File: config.mk
export PLATFORM = sky130hd
export DESIGN_NAME = buzzer_pattern_sequencer_core
export DESIGN_NICKNAME = d
export VERILOG_FILES = /design/src/rtl/bps_pkg.sv /design/src/rtl/bps_step.sv /design/src/rtl/bps_out_buf.sv /design/src/rtl/buzzer_pattern_sequencer_core.sv
export SDC_FILE = /design/constraint.sdc
export NUM_CORES = 1
export LEC_CHECK = 0
export ABC_AREA = 1
export BUFFER_PORTS_ARGS = -buffer_cell sky130_fd_sc_hd__buf_2
export CAP_MARGIN = 20
export CORE_ASPECT_RATIO = 2
export CORE_MARGIN = 3
export CORE_UTILIZATION = 34
export CTS_BUF_LIST = sky130_fd_sc_hd__clkbuf_8
export DETAILED_ROUTE_END_ITERATION = 6
export PLACE_DENSITY = 0.56
export SYNTH_ARGS = -nofsm -noshare
export SYNTH_HDL_FRONTEND = slang
export SYNTH_SLANG_ARGS = --single-unit
File: constraint.sdc
create_clock -name clk -period 2.6 [get_ports clk]
set_input_delay 0.39 -clock clk [delete_from_list [all_inputs] [get_ports clk]]
set_output_delay 0.39 -clock clk [all_outputs]
set_load 0.02 [all_outputs]
File: src/rtl/bps_pkg.sv
// ----------------------------------------------------------------------------
// bps_pkg
// Shared types and constants of the buzzer pattern sequencer: beat formats,
// operation and mode codes, pattern timing.
// ----------------------------------------------------------------------------
package bps_pkg;

  // operation codes
  localparam logic [1:0] OP_TICK     = 2'd0;
  localparam logic [1:0] OP_SET_MODE = 2'd1;
  localparam logic [1:0] OP_BEEP     = 2'd2;

  // background modes
  localparam logic [1:0] MODE_MUTE    = 2'd0;
  localparam logic [1:0] MODE_RUNNING = 2'd1;
  localparam logic [1:0] MODE_ALARM   = 2'd2;
  localparam logic [1:0] MODE_SPARE   = 2'd3;  // unused code, ignored

  // pattern timing in ms
  localparam logic [10:0] SOUND_MS          = 11'd100;
  localparam logic [10:0] RUNNING_PERIOD_MS = 11'd1000;
  localparam logic [10:0] ALARM_PERIOD_MS   = 11'd200;

  // tick interval register
  localparam int unsigned TICK_W = 10;
  localparam logic [TICK_W-1:0] TICK_RESET = 10'd50;

  typedef struct packed {
    logic [1:0]  op;
    logic [1:0]  new_mode;
    logic [15:0] beep_duration_ms;
  } in_beat_t;

  typedef struct packed {
    logic       buzzer_on;
    logic [1:0] current_mode;
  } out_beat_t;

  typedef struct packed {
    logic [1:0]  background_mode;
    logic [10:0] pattern_elapsed;
    logic [15:0] beep_remaining;
    logic        drive_level;
  } state_t;

endpackage

File: src/rtl/bps_step.sv
// ----------------------------------------------------------------------------
// bps_step
// Next-state logic for one beat: tick, mode change or one-shot beep.
// ----------------------------------------------------------------------------
module bps_step import bps_pkg::*; (
  input  state_t              state,
  input  in_beat_t            beat,
  input  logic [TICK_W-1:0]   tick_ms,
  output state_t              state_nxt,
  output out_beat_t           result
);

  logic [11:0] sum;
  logic [10:0] elapsed_add;
  logic [10:0] period;
  logic [15:0] tick_wide;

  // pattern timer advance, wrapped to 11 bits
  assign sum         = {1'b0, state.pattern_elapsed} + {2'b00, tick_ms};
  assign elapsed_add = sum[10:0];
  assign period      = (state.background_mode == MODE_RUNNING) ? RUNNING_PERIOD_MS
                                                               : ALARM_PERIOD_MS;
  assign tick_wide   = {{(16-TICK_W){1'b0}}, tick_ms};

  always_comb begin
    state_nxt = state;
    case (beat.op)
      OP_TICK: begin
        if (state.beep_remaining != 16'd0) begin
          // one-shot owns the output; pattern frozen
          if (state.beep_remaining > tick_wide) begin
            state_nxt.beep_remaining = state.beep_remaining - tick_wide;
          end else begin
            state_nxt.beep_remaining = 16'd0;
            if (state.background_mode == MODE_MUTE) begin
              state_nxt.drive_level = 1'b0;
            end
          end
        end else begin
          case (state.background_mode)
            MODE_MUTE: begin
              state_nxt.drive_level = 1'b0;
            end
            MODE_RUNNING, MODE_ALARM: begin
              if (elapsed_add < SOUND_MS) begin
                state_nxt.pattern_elapsed = elapsed_add;
                state_nxt.drive_level     = 1'b1;
              end else if (elapsed_add < period) begin
                state_nxt.pattern_elapsed = elapsed_add;
                state_nxt.drive_level     = 1'b0;
              end else begin
                state_nxt.pattern_elapsed = 11'd0;
                state_nxt.drive_level     = 1'b1;
              end
            end
            default: begin
            end
          endcase
        end
      end
      OP_SET_MODE: begin
        // unused mode code and a repeat of the held mode are ignored
        if (beat.new_mode != MODE_SPARE && beat.new_mode != state.background_mode) begin
          state_nxt.background_mode = beat.new_mode;
          state_nxt.pattern_elapsed = 11'd0;
          if (beat.new_mode == MODE_MUTE && state.beep_remaining == 16'd0) begin
            state_nxt.drive_level = 1'b0;
          end
        end
      end
      OP_BEEP: begin
        state_nxt.beep_remaining = beat.beep_duration_ms;
        state_nxt.drive_level    = 1'b1;
      end
      default: begin
      end
    endcase
  end

  assign result.buzzer_on    = state_nxt.drive_level;
  assign result.current_mode = state_nxt.background_mode;

endmodule

File: src/rtl/bps_out_buf.sv
// ----------------------------------------------------------------------------
// bps_out_buf
// Two-entry result buffer: output register plus skid stage, so a new beat
// is taken while a finished result waits on a stalled receiver.
// ----------------------------------------------------------------------------
module bps_out_buf import bps_pkg::*; (
  input  logic      clk,
  input  logic      rst_n,
  input  logic      push,
  input  out_beat_t push_beat,
  output logic      full,
  output logic      out_valid,
  input  logic      out_stall,
  output out_beat_t out_beat
);

  logic      out_valid_r, out_valid_nxt;
  logic      skid_valid_r, skid_valid_nxt;
  out_beat_t out_data_r, out_data_nxt;
  out_beat_t skid_data_r, skid_data_nxt;
  logic      pop;

  assign pop = out_valid_r & ~out_stall;

  // fill and drain, skid entry always drains first
  always_comb begin
    out_valid_nxt  = out_valid_r;
    skid_valid_nxt = skid_valid_r;
    out_data_nxt   = out_data_r;
    skid_data_nxt  = skid_data_r;
    if (skid_valid_r) begin
      if (pop) begin
        out_data_nxt   = skid_data_r;
        skid_valid_nxt = 1'b0;
      end
    end else if (push) begin
      if (!out_valid_r || pop) begin
        out_data_nxt  = push_beat;
        out_valid_nxt = 1'b1;
      end else begin
        skid_data_nxt  = push_beat;
        skid_valid_nxt = 1'b1;
      end
    end else if (pop) begin
      out_valid_nxt = 1'b0;
    end
  end

  // control flags
  always_ff @(posedge clk) begin
    if (!rst_n) begin
      out_valid_r  <= 1'b0;
      skid_valid_r <= 1'b0;
    end else begin
      out_valid_r  <= out_valid_nxt;
      skid_valid_r <= skid_valid_nxt;
    end
  end

  // payload
  always_ff @(posedge clk) begin
    out_data_r  <= out_data_nxt;
    skid_data_r <= skid_data_nxt;
  end

  assign full      = skid_valid_r;
  assign out_valid = out_valid_r;
  assign out_beat  = out_data_r;

endmodule

File: src/rtl/buzzer_pattern_sequencer_core.sv
// ----------------------------------------------------------------------------
// buzzer_pattern_sequencer_core
// Buzzer drive sequencer: tick, mode change and one-shot beep beats in,
// drive level and mode out, one result per beat.
// ----------------------------------------------------------------------------
// The state update is a single compare-and-add pass done at the accepting
// edge, and the result lands in the output register, or in the skid entry
// while that register is held, on that same edge, so beats may arrive every
// cycle while in_stall is low. A two-entry output buffer (output register
// plus skid) decouples the sides; in_stall rises only when both entries hold
// results the receiver has not taken. tick_interval_ms (reset 50) is to be
// written through cfg_wr_en/cfg_wr_data while the block is idle; the block itself does not enforce this.
module buzzer_pattern_sequencer_core import bps_pkg::*; (
  input  logic              clk,
  input  logic              rst_n,
  input  logic              in_valid,
  output logic              in_stall,
  input  in_beat_t          in_beat,
  output logic              out_valid,
  input  logic              out_stall,
  output out_beat_t         out_beat,
  input  logic              cfg_wr_en,
  input  logic [TICK_W-1:0] cfg_wr_data
);

  logic [TICK_W-1:0] tick_ms_r;
  state_t            state_r;
  state_t            state_nxt;
  out_beat_t         result;
  logic              accept;
  logic              buf_full;

  assign in_stall = buf_full;
  assign accept   = in_valid & ~buf_full;

  // configuration register
  always_ff @(posedge clk) begin
    if (!rst_n) begin
      tick_ms_r <= TICK_RESET;
    end else if (cfg_wr_en) begin
      tick_ms_r <= cfg_wr_data;
    end
  end

  // sequencer state
  always_ff @(posedge clk) begin
    if (!rst_n) begin
      state_r <= '0;
    end else if (accept) begin
      state_r <= state_nxt;
    end
  end

  bps_step u_step (
    .state     (state_r),
    .beat      (in_beat),
    .tick_ms   (tick_ms_r),
    .state_nxt (state_nxt),
    .result    (result)
  );

  bps_out_buf u_out_buf (
    .clk       (clk),
    .rst_n     (rst_n),
    .push      (accept),
    .push_beat (result),
    .full      (buf_full),
    .out_valid (out_valid),
    .out_stall (out_stall),
    .out_beat  (out_beat)
  );

endmodule

# Yosys cells after proc, flatten, opt, wreduce, memory -nomap -nowiden
# Index checks and enable logic that the tools add are counted.
[totals]
regBits = 48
input_bits = 35
output_inout_bits = 5
word_cells = 84
[classes]
n_addsub = 2
n_lt_le_gt_ge = 3
n_eq_ne = 12
n_mux = 31
bitwise = 5
n_reduce_logical = 20
[op_table]
columns = ["cell", "n"]
rows = [
  ["11-bit 2-to-1 mux", 4],
  ["16-bit 2-to-1 mux", 2],
  ["16-bit one-hot mux with 2 select lines", 1],
  ["11-bit one-hot mux with 2 select lines", 1],
  ["16-bit by 10-bit greater-than comparator with 1-bit output", 1],
  ["16-bit zero test", 1],
  ["16-bit nonzero test", 1],
  ["16-bit by 10-bit subtractor with 16-bit output", 1],
  ["1-bit 2-to-1 mux", 14],
  ["13-bit 2-to-1 mux", 1],
  ["3-bit 2-to-1 mux", 4],
  ["3-bit AND reduction", 4],
  ["11-bit by 10-bit adder with 11-bit output", 1],
  ["11-bit less-than comparator", 1],
  ["11-bit by 7-bit less-than comparator with 1-bit output (second input constant)", 1],
  ["10-bit 2-to-1 mux", 1],
  ["2-bit nonzero test", 5],
  ["2-bit != test (second input constant)", 4],
  ["2-bit zero test", 3],
  ["2-bit by 1-bit != test with 1-bit output (second input constant)", 3],
  ["5-bit AND reduction", 1],
  ["2-bit by 1-bit equality test with 1-bit output (second input constant)", 2],
  ["2-bit equality test (second input constant)", 2],
  ["1-bit NOT", 3],
  ["other kinds (9)", 11],
]

# Depth between registers and ports, before layout
# Gate-level depths: netlist (run 1).
[logic_depth]
word_depth = 11
depth_mapped = 23
ltp_nobuf = 23

# Cells and area by module
# A second synthesis (run 1) with hierarchy kept.
[unflattened]
hier_cells = 670
area_unflattened_um2 = 4103.9
[modules_own_cells]
columns = ["mod", "n_inst", "cells_each", "area_per_inst_um2", "seq_area_each_um2"]
rows = [
  ["bps_step", 1, 397, 2165.8, 0.0],
  ["buzzer_pattern_sequencer_core", 1, 238, 1610.3, 800.8],
  ["bps_out_buf", 1, 35, 327.8, 220.2],
]

# Worst setup path before layout (run 1)
# OpenSTA, ideal clock, no wires.
[synth_path]
path_kind = "register to register"
startpoint = "reg tick_ms_r[0]"
endpoint = "reg u_out_buf.out_data_r, in the netlist u_out_buf.out_beat[2] (data pin)"
setup_ps = 255
arrival_time_ps = 2346
required_time_ps = 2345
path_slack_ps = -1
path_stages_with_launch = 21
n_path_buf = 0
synth_period_minus_slack_ps = 2601
cell_sequence = "dfxtp_1 ha_1 fa_1 nand2_1 nand2_2 nand3_1 nand3b_1 nand2_2 inv_1 ha_1 a21o_1 nor2_1 nand2_2 inv_2 nand2_1 nand2_1 nand2_1 nand2_1 nand2_1 nand2_2 o21ai_2"
[synth_lines]
columns = ["element", "line", "text"]
rows = [
  ["start, declared", "buzzer_pattern_sequencer_core.sv:26", "logic [TICK_W-1:0] tick_ms_r;"],
  ["start signal, assigned", "buzzer_pattern_sequencer_core.sv:41", "tick_ms_r <= cfg_wr_data;"],
  ["end signal, assigned", "bps_out_buf.sv:62", "out_data_r <= out_data_nxt;"],
  ["end, declared", "bps_out_buf.sv:19", "out_beat_t out_data_r, out_data_nxt;"],
]

==> impl_metrics.json, run 1 <==
{
  "cts_tree": "done",
  "first_pass_iters": 4,
  "avgRoutedWirePerCell_um": 13.7,
  "avgSynthCellArea_um2": 6.64,
  "r2r-start": "tick_ms_r[1]",
  "fin_ws_ns": 0.0873,
  "setup_viol": 0,
  "yosys_warnings": 0,
  "pin_count": 40,
  "place_worst_setup_slack_ns": -0.102,
  "h-tree-depth": 2,
  "drtAntennaViolNets": 0,
  "dieArea_mm2": 0.0114,
  "finClkSkew_ns": 0.0143,
  "path_clk_slew_ns": 0.11,
  "clockRootBuffer": "clkbuf_8",
  "n_fill_cell": 1094,
  "num_vias": 3570,
  "hold_viol": 0,
  "grt_max_degree": 19,
  "crit_path_end_kind": "flip-flop",
  "ys_ff_latch": 48,
  "synth-main-ff-cell": "dfxtp_1",
  "critPathTopFamily": "simple AND/OR/NAND/NOR gates",
  "synth.area.top_cells": "dfxtp_1 24%, nand2_1 13%, a21oi_1 10%",
  "io_buffers": 39,
  "cts.sinks": 48,
  "antennaDiodeCount": 0,
  "fin_hold_ws_ns": 0.292,
  "cts_buffer_depth": 2,
  "yosys.area.top_type": "dfxtp_1",
  "grt_pass1_wl_mm": 16.6,
  "ir_worst_vdd_mv": 0.492,
  "overflow": 0,
  "grt_pass1_vias": 3690,
  "nets": 646,
  "hold_start": "cfg_wr_data[1]",
  "drc": 0,
  "syn-num-nets": 581,
  "hold_buffers": 0,
  "cp-start-kind": "flip-flop",
  "critPathLaunch": "tick_ms_r[1]",
  "ys_types": 37,
  "drv_cap": 0,
  "drt_iter0_drc": 118,
  "async_flop_share_pct": 0,
  "drv_slew": 0,
  "area_growth_pct": 23.9,
  "synth_edf_count": 6,
  "grt.total_usage_pct": 17.9,
  "crit_arrival_ns": 2.60,
  "max_slew_margin_pct": 67.0,
  "cp_common_cell": "nand2_1",
  "status": "completed",
  "cp.required_ns": 2.68,
  "antenna_found_initial": 0,
  "synth-seq-area-share_pct": 29.7,
  "path_class": "reg -> reg",
  "syn-cell-area_mm2": 0.00344,
  "routed_via_density": 4.99,
  "drive_gt1_share_pct": 23.3,
  "max_stage_delay_ns": 0.35,
  "postRouteWirelength_mm": 9.83,
  "postSynthCellCount": 518,
  "path_cells": "ha_1, nand2_1, nor2_2, nand3_2, nand3_1, nand2_1, nand2_2, inv_2, ha_4, a21o_1, nor2_2, nand2_2, inv_2, nand2_1, nand2_1, nand2_1, nand2_1, nand2_1, nand2_2, o21ai_2",
  "core_mm2": 0.00983,
  "cts_buffers": 5,
  "start_util_pct": 35.0,
  "worst_slew_pin_slew_ns": 0.494,
  "synth_common_cells": "115 x nand2_1, 71 x a21oi_1, 71 x inv_1, 42 x dfxtp_1, 41 x o21ai_0",
  "crit_path_max_fanout": 3,
  "synth_top_area_share_pct": 24.5,
  "path_buf_inv": 2,
  "min_path_type": "in -> reg",
  "multiInputGateArea_mm2": 0.00224,
  "dieHeight_um": 148,
  "rows": 51,
  "regArea_mm2": 0.00103,
  "yosysMostFrequentCell": "nand2_1",
  "p_leak_nw": 2.06,
  "dpl.hpwl_mm": 7.88,
  "fmax_mhz": 398,
  "clk_latency_ns": 0.32,
  "die_x_um": 77.1,
  "min_period_ns": 2.51,
  "power.density_mw_per_mm2": 504,
  "rsz0062_at_grt": "yes",
  "slowest_stage": "dfxtp_1",
  "fin_crit_sh_pct": 96.6,
  "place_congestion": 0.911
}
## layer usage
layer	vias up	part of all wire [%]	global-route usage (%)
met3	27	1.4	1.94
met5	-	0	0
met1	1672	36	17.3
met2	45	58	35.8
li1	1826	-	-
met4	0	4.4	9.71
## area by class of cell
class	instances	area share (%)
well taps	132	3.88
flip-flops and latches	48	24.1
clock inverters	3	1.12
repair buffers	69	9.87
clock buffers	5	1.62
inverters	78	6.88
multi-input cells	381	52.5
## power by group
| part | switching, W | internal (W) |
|---|---|---|
| Clock | 0.000287 | 0.000290 |
| Combinational | 0.000429 | 0.000294 |
| Sequential | 0.0000444 | 0.000802 |
| Total | 0.000760 | 0.00139 |
## through the flow
step	area (um^2)	power, W	util (%)	setup TNS, ns	cells
floorplan	3440	0.00131	-	0	518
global placement	3950	0.00154	40.2	-0.0733	705
detailed placement	3950	0.00154	40.2	-0.191	705
CTS	4110	0.00213	41.8	0	713
global route	4260	0.00230	43.3	-0.226	716
finish	4260	0.00215	43.3	0	716
## sequential cells by signal, indices dropped and copies added (netlist names)
register and flops:
state_r 30, tick_ms_r 10, u_out_buf.full 1, u_out_buf.out_beat 3, u_out_buf.out_valid 1, u_out_buf.skid_data_r 3
## worst min-delay path, delay by kind of cell
kind | cells | cell delay (ns)
compound gates | 2 | 0.11
buf+inv | 1 | 0.08
## path summary, 6_finish.rpt
check	endpoint	slack (ns)	depth (start not counted)
min	tick_ms_r[1]	0.29	3
max	u_out_buf.out_beat[2]	0.09	20
max reg2reg	u_out_buf.out_beat[2]	0.09	20
min reg2reg	state_r[19]	0.48	2
## layout by cell type (no fill, tap or decap), drive strengths merged
cell    Yosys  final
a21oi      72     72
a211oi      1      1
fa          2      2
nand2     126    126
o211a       1      1
nand3b      1      1
or2         3      3
o21a        1      1
nand3      38     38
nand4       8      8
xnor2       4      4
clkbuf      7      5
clkinv      2      4
o21bai      1      1
o2111a      1      1
nor3        1      1
nor4        2      2
ha         26     26
o21ai      44     44
inv        76     76
a21o        2      2
bufinv      0      1
nor2       41     41
xor2        4      4
dfxtp      42     42
edfxtp      6      6
o41ai       1      1
buf         4     69
a22oi       1      1
## kinds of logic (layout without fill, tap and decap cells)
logic type,after synthesis,after routing,synth area share [%]
flip-flops,48,48,29.7
adder cells (fa/ha/maj),28,28,10.6
buffers and inverters,89,155,10.1
AO/OA/AOI/OAI,125,125,19.5
XOR/XNOR,8,8,2.04
AND/OR/NAND/NOR,220,220,28.0
## timing repair
action / in CTS / in global routing
pin swaps: 3 / 15
endpoints found under the setup margin: 3 / 14
buffers inserted: 0 / 3
gates resized for setup: 8 / 27
No activity file was read; power rests on OpenSTA's default activity.
==> run 2, diff against run 1 <==
--- a/config.mk
+++ b/config.mk
@@ -12,6 +12,6 @@
 export CORE_MARGIN = 3
-export CORE_UTILIZATION = 34
+export CORE_UTILIZATION = 30
 export CTS_BUF_LIST = sky130_fd_sc_hd__clkbuf_8
 export DETAILED_ROUTE_END_ITERATION = 6
-export PLACE_DENSITY = 0.56
+export PLACE_DENSITY = 0.51
 export SYNTH_ARGS = -nofsm -noshare
==> constraint.sdc (replaced) <==
create_clock -name clk -period 2.6 [get_ports clk]
set_input_delay 0.52 -clock clk [delete_from_list [all_inputs] [get_ports clk]]
set_output_delay 0.52 -clock clk [all_outputs]
set_load 0.02 [all_outputs]
==> impl_metrics.json, run 2 (synthesis results as in run 1) <==
{
  "pin_count": 40,
  "overflow": 0,
  "die_x_um": 81.7,
  "power.density_mw_per_mm2": 501,
  "switchingPower_w": 0.000759,
  "grt_max_degree": 19,
  "path_buf_inv": 2,
  "fmax_mhz": 394,
  "antennaDiodeCount": 0,
  "fin_hold_ws_ns": 0.421,
  "cp.required_ns": 2.69,
  "crit_cells": 20,
  "worst_slew_pin_slew_ns": 0.499,
  "place_congestion": 0.868,
  "area_growth_pct": 24.6,
  "avgRoutedWirePerCell_um": 13.9,
  "grt.total_usage_pct": 16.4,
  "combinationalPowerShare_pct": 33.7,
  "critPathTopFamily": "simple AND/OR/NAND/NOR gates",
  "start_util_pct": 31.0,
  "status": "completed",
  "max_slew_margin_pct": 66.7,
  "cts_tree": "done",
  "dieHeight_um": 157,
  "nets": 646,
  "hold_viol": 0,
  "largest_reg_flops": 30,
  "reg_top3": "state_r: 30 flops, tick_ms_r: 10 flops",
  "max_flop_register": "state_r",
  "antenna_found_initial": 0,
  "setup_viol": 0,
  "swShare_pct": 35.4,
  "p_leak_nw": 2.06,
  "slowest_stage": "fa_2",
  "first_pass_iters": 5,
  "path_clk_slew_ns": 0.11,
  "drtAntennaViolNets": 0,
  "num_vias": 3543,
  "fin_setup_tns_ns": 0,
  "p_int_w": 0.00138,
  "final_cells": 724,
  "routed_via_density": 4.89,
  "min_period_ns": 2.54,
  "final_common_cell": "nand2_1",
  "seqPwrFrac_pct": 39.6,
  "pwr-share-clk_pct": 26.7,
  "hold_depth": 3,
  "ir_worst_vdd_mv": 0.387,
  "clockRootBuffer": "clkbuf_8",
  "crit_path_max_fanout": 3,
  "cp_common_cell": "nand2_2",
  "finClkSkew_ns": 0.0131,
  "grt_pass1_wl_mm": 16.3,
  "core_mm2": 0.0111,
  "place_inst": 714,
  "clk_latency_ns": 0.32,
  "io_buffers": 39,
  "h-tree-depth": 2,
  "crit_arrival_ns": 2.63,
  "max_stage_delay_ns": 0.37,
  "dieArea_mm2": 0.0129,
  "hold_buffers": 0,
  "final_cell_mix": "110 x nand2_1, 70 x inv_1, 70 x a21oi_1",
  "drt_iter0_drc": 123,
  "cts_buffer_depth": 2,
  "path_class": "reg -> reg",
  "min_path_type": "in -> reg",
  "grt_pass1_vias": 3514,
  "rows": 54,
  "drv_cap": 0,
  "cp-start-kind": "flip-flop",
  "dpl.hpwl_mm": 8.09,
  "reg2reg_depth": 20,
  "drc": 0,
  "fin_crit_sh_pct": 97.7,
  "path_cells": "ha_4, fa_2, nand2_2, nand2_2, nand3_2, nand3b_1, nand2_2, inv_2, ha_4, a21o_1, nor2_2, nand2_2, inv_2, nand2_2, nand2_1, nand2_1, nand2_1, nand2_1, nand2_2, o21ai_2",
  "postRouteWirelength_mm": 10.0,
  "cts_buffers": 5,
  "rsz0062_at_grt": "yes",
  "drive_gt1_share_pct": 23.6,
  "crit_path_end_kind": "flip-flop",
  "cts.sinks": 48,
  "drv_slew": 0
}
-- run 2: cell type report --
type                    count  area, um^2
well taps                 140         175
clock inverters             3        42.5
clock buffers               5        68.8
repair buffers             69         424
fillers                  1224        6800
multi-input cells         381        2240
inverters                  78         293
flip-flops and latches     48        1030
-- run 2: worst paths after layout --
path	slack [ns]	end	startpoint
hold / removal	0.42	tick_ms_r[1]	cfg_wr_data[1]
setup reg to reg	0.06	u_out_buf.out_beat[2]	state_r[17]
setup / recovery	0.06	u_out_buf.out_beat[2]	state_r[17]
hold reg to reg	0.48	state_r[26]	state_r[26]
-- run 2: power by group through the flow --
stage,Sequential [W],Combinational [W],Clock [W]
after detailed placement,0.000855,0.000689,0
after CTS,0.000842,0.000701,0.000590
after global placement,0.000855,0.000686,0
after global routing,0.000856,0.000820,0.000613
final,0.000849,0.000723,0.000572
after floorplan,0.000854,0.000457,0
-- run 2: metrics by stage --
step	instance area, um^2	total power (W)	utilization [%]	setup slack [ns]
after global placement	3970	0.00154	35.8	-0.0279
final	4280	0.00214	38.6	0.0599
after global routing	4280	0.00229	38.6	-0.0928
after floorplan	3440	0.00131	-	0.0593
after CTS	4130	0.00213	37.3	0.0000666
after detailed placement	3970	0.00154	35.8	-0.0921
-- run 2: tightest hold or removal path, delay by kind of cell --
kind | cells | cell delay [ns]
buffers and inverters | 1 | 0.08
AOI/OAI and AO/OA | 2 | 0.11
-- run 2: metal layers --
metal  up-vias  global-route usage, %  routed length (um)
met5         -                      0                   0
met4         0                   9.11                 413
met3        28                   2.06                 205
met2        68                   31.4                5720
met1      1614                   16.1                3710
li1       1833                      -                   -
-- run 2: repair_timing --
item / CTS / global route
setup endpoints to repair: 2 / 12
endpoints found under the hold margin: 0 / 0
pin swaps: 0 / 13
setup buffers: 0 / 2
gates resized for setup: 8 / 28
==> run 3, diff against run 2 <==
CORE_ASPECT_RATIO = unset   (was 2)
==> impl_metrics.json, run 3 (synthesis results as in run 1) <==
{
  "grt_pass1_vias": 3357,
  "hold_viol": 0,
  "core_mm2": 0.0110,
  "drtAntennaViolNets": 0,
  "pin_count": 40,
  "cp-start-kind": "flip-flop",
  "cts.sinks": 48,
  "crit_path_end_kind": "flip-flop",
  "grt_pass1_wl_mm": 16.0,
  "antenna_found_initial": 0,
  "grt.total_usage_pct": 15.2,
  "rsz0062_at_grt": "yes",
  "max_flop_register": "state_r",
  "worst_slew_pin_slew_ns": 0.526,
  "h-tree-depth": 2,
  "reg_top3": "state_r: 30 flops, tick_ms_r: 10 flops",
  "place_worst_setup_slack_ns": -0.0699,
  "final_core_util_pct": 38.3,
  "n_fill_cell": 1198,
  "rows": 38,
  "regArea_mm2": 0.00104,
  "dieArea_mm2": 0.0128,
  "area_growth_pct": 22.9,
  "postRouteWirelength_mm": 9.51,
  "cts_buffer_depth": 2,
  "clockRootBuffer": "clkbuf_8",
  "io_buffers": 39,
  "min_path_type": "in -> reg",
  "fmax_mhz": 396,
  "drc": 0,
  "status": "completed",
  "fin_crit_sh_pct": 97.1,
  "place_inst": 707,
  "path_clk_slew_ns": 0.09,
  "cts_tree": "done",
  "final_common_cell": "nand2_1",
  "cp.required_ns": 2.77,
  "drv_slew": 0,
  "multiInputGateArea_mm2": 0.00223,
  "overflow": 0,
  "dpl.hpwl_mm": 7.47,
  "power.density_mw_per_mm2": 496,
  "final_cell_mix": "108 x nand2_1, 70 x a21oi_1, 69 x inv_1",
  "p_leak_nw": 2.03,
  "start_util_pct": 31.2,
  "antennaDiodeCount": 0,
  "min_period_ns": 2.53,
  "crit_arrival_ns": 2.69,
  "grt_max_degree": 30,
  "drt_iter0_drc": 146,
  "routed_via_density": 4.83,
  "place_congestion": 0.894,
  "crit_path_max_fanout": 3,
  "drv_cap": 0,
  "avgRoutedWirePerCell_um": 13.2,
  "fin_ws_ns": 0.0746,
  "cts_buffers": 5,
  "die_x_um": 113,
  "num_vias": 3466,
  "path_class": "reg -> reg",
  "max_slew_margin_pct": 64.9,
  "drive_gt1_share_pct": 23.9,
  "nets": 640,
  "setup_viol": 0,
  "final_cells": 718,
  "clk_latency_ns": 0.30,
  "largest_reg_flops": 30,
  "dieHeight_um": 113,
  "first_pass_iters": 5,
  "finClkSkew_ns": 0.00608,
  "ir_worst_vdd_mv": 0.227
}
-- run 3: cell count changes in the layout (fill, tap and decap cells not counted), sizes merged --
cell and change:
clkinv -1, buf -6, inv +1
-- run 3: final timing paths --
path / depth (start not counted) / slack, ns / end / from
worst max-delay path: 21 / 0.07 / u_out_buf.out_beat[2] / state_r[17]
worst min-delay path: 3 / 0.44 / tick_ms_r[1] / cfg_wr_data[1]
worst max register to register: 21 / 0.07 / u_out_buf.out_beat[2] / state_r[17]
worst min register to register: 2 / 0.48 / state_r[26] / state_r[26]
-- run 3: through the flow --
step | hold slack, ns | power (W) | TNS (ns) | cell area [um^2]
final | 0.436 | 0.00210 | 0 | 4220
after global routing | 0.451 | 0.00225 | -0.227 | 4220
after CTS | 0.434 | 0.00209 | 0 | 4090
after detailed placement | 0.462 | 0.00152 | -0.123 | 3910
after global placement | 0.457 | 0.00151 | -0.0114 | 3910
after floorplan | 0.446 | 0.00131 | 0 | 3440
-- run 3: critical path, cell delays in order, from the launching register on --
cell and delay [ns]:
dfxtp_2 0.35, ha_4 0.16, fa_2 0.37, nand2_2 0.08
nand2_2 0.05, nand3_2 0.08, nand3b_1 0.10, nand2_2 0.09
inv_2 0.05, ha_4 0.26, nand2_2 0.04, nor2_1 0.08
nand3_1 0.08, nand2_2 0.09, inv_2 0.04, nand2_2 0.05
nand2_2 0.04, nand2_1 0.05, nand2_1 0.04, nand2_1 0.07
nand2_2 0.08, o21ai_2 0.14
-- run 3: final cells by class --
| type | instances | share of cell area [%] |
|---|---|---|
| Clock inverter | 3 | 0.919 |
| Clock buffer | 5 | 1.63 |
| Inverter | 78 | 6.93 |
| Tap cell | 140 | 4.15 |
| Multi-Input combinational cell | 381 | 52.9 |
| Sequential cell | 48 | 24.6 |
| Timing Repair Buffer | 63 | 8.89 |
-- run 3: what timing repair did --
| item | 4_1_cts | 5_1_grt |
|---|---|---|
| setup endpoints to repair | 2 | 12 |
| cloned | 0 | 0 |
| pin swaps | 3 | 16 |
| setup buffers | 0 | 3 |
| hold buffers | 0 | 0 |
| gates resized for setup | 10 | 31 |
-- run 3: power breakdown --
group | switching (W) | internal, W
Sequential | 0.0000448 | 0.000804
Combinational | 0.000418 | 0.000283
Clock | 0.000265 | 0.000282
-- run 3: per-layer routing --
metal,GRT usage [%],vias to the layer above,share of wire [%]
met3,2.03,9,2.6
met5,0,-,0
met4,3.13,0,0.89
met2,26.9,51,48
met1,19.7,1585,48
li1,-,1821,-
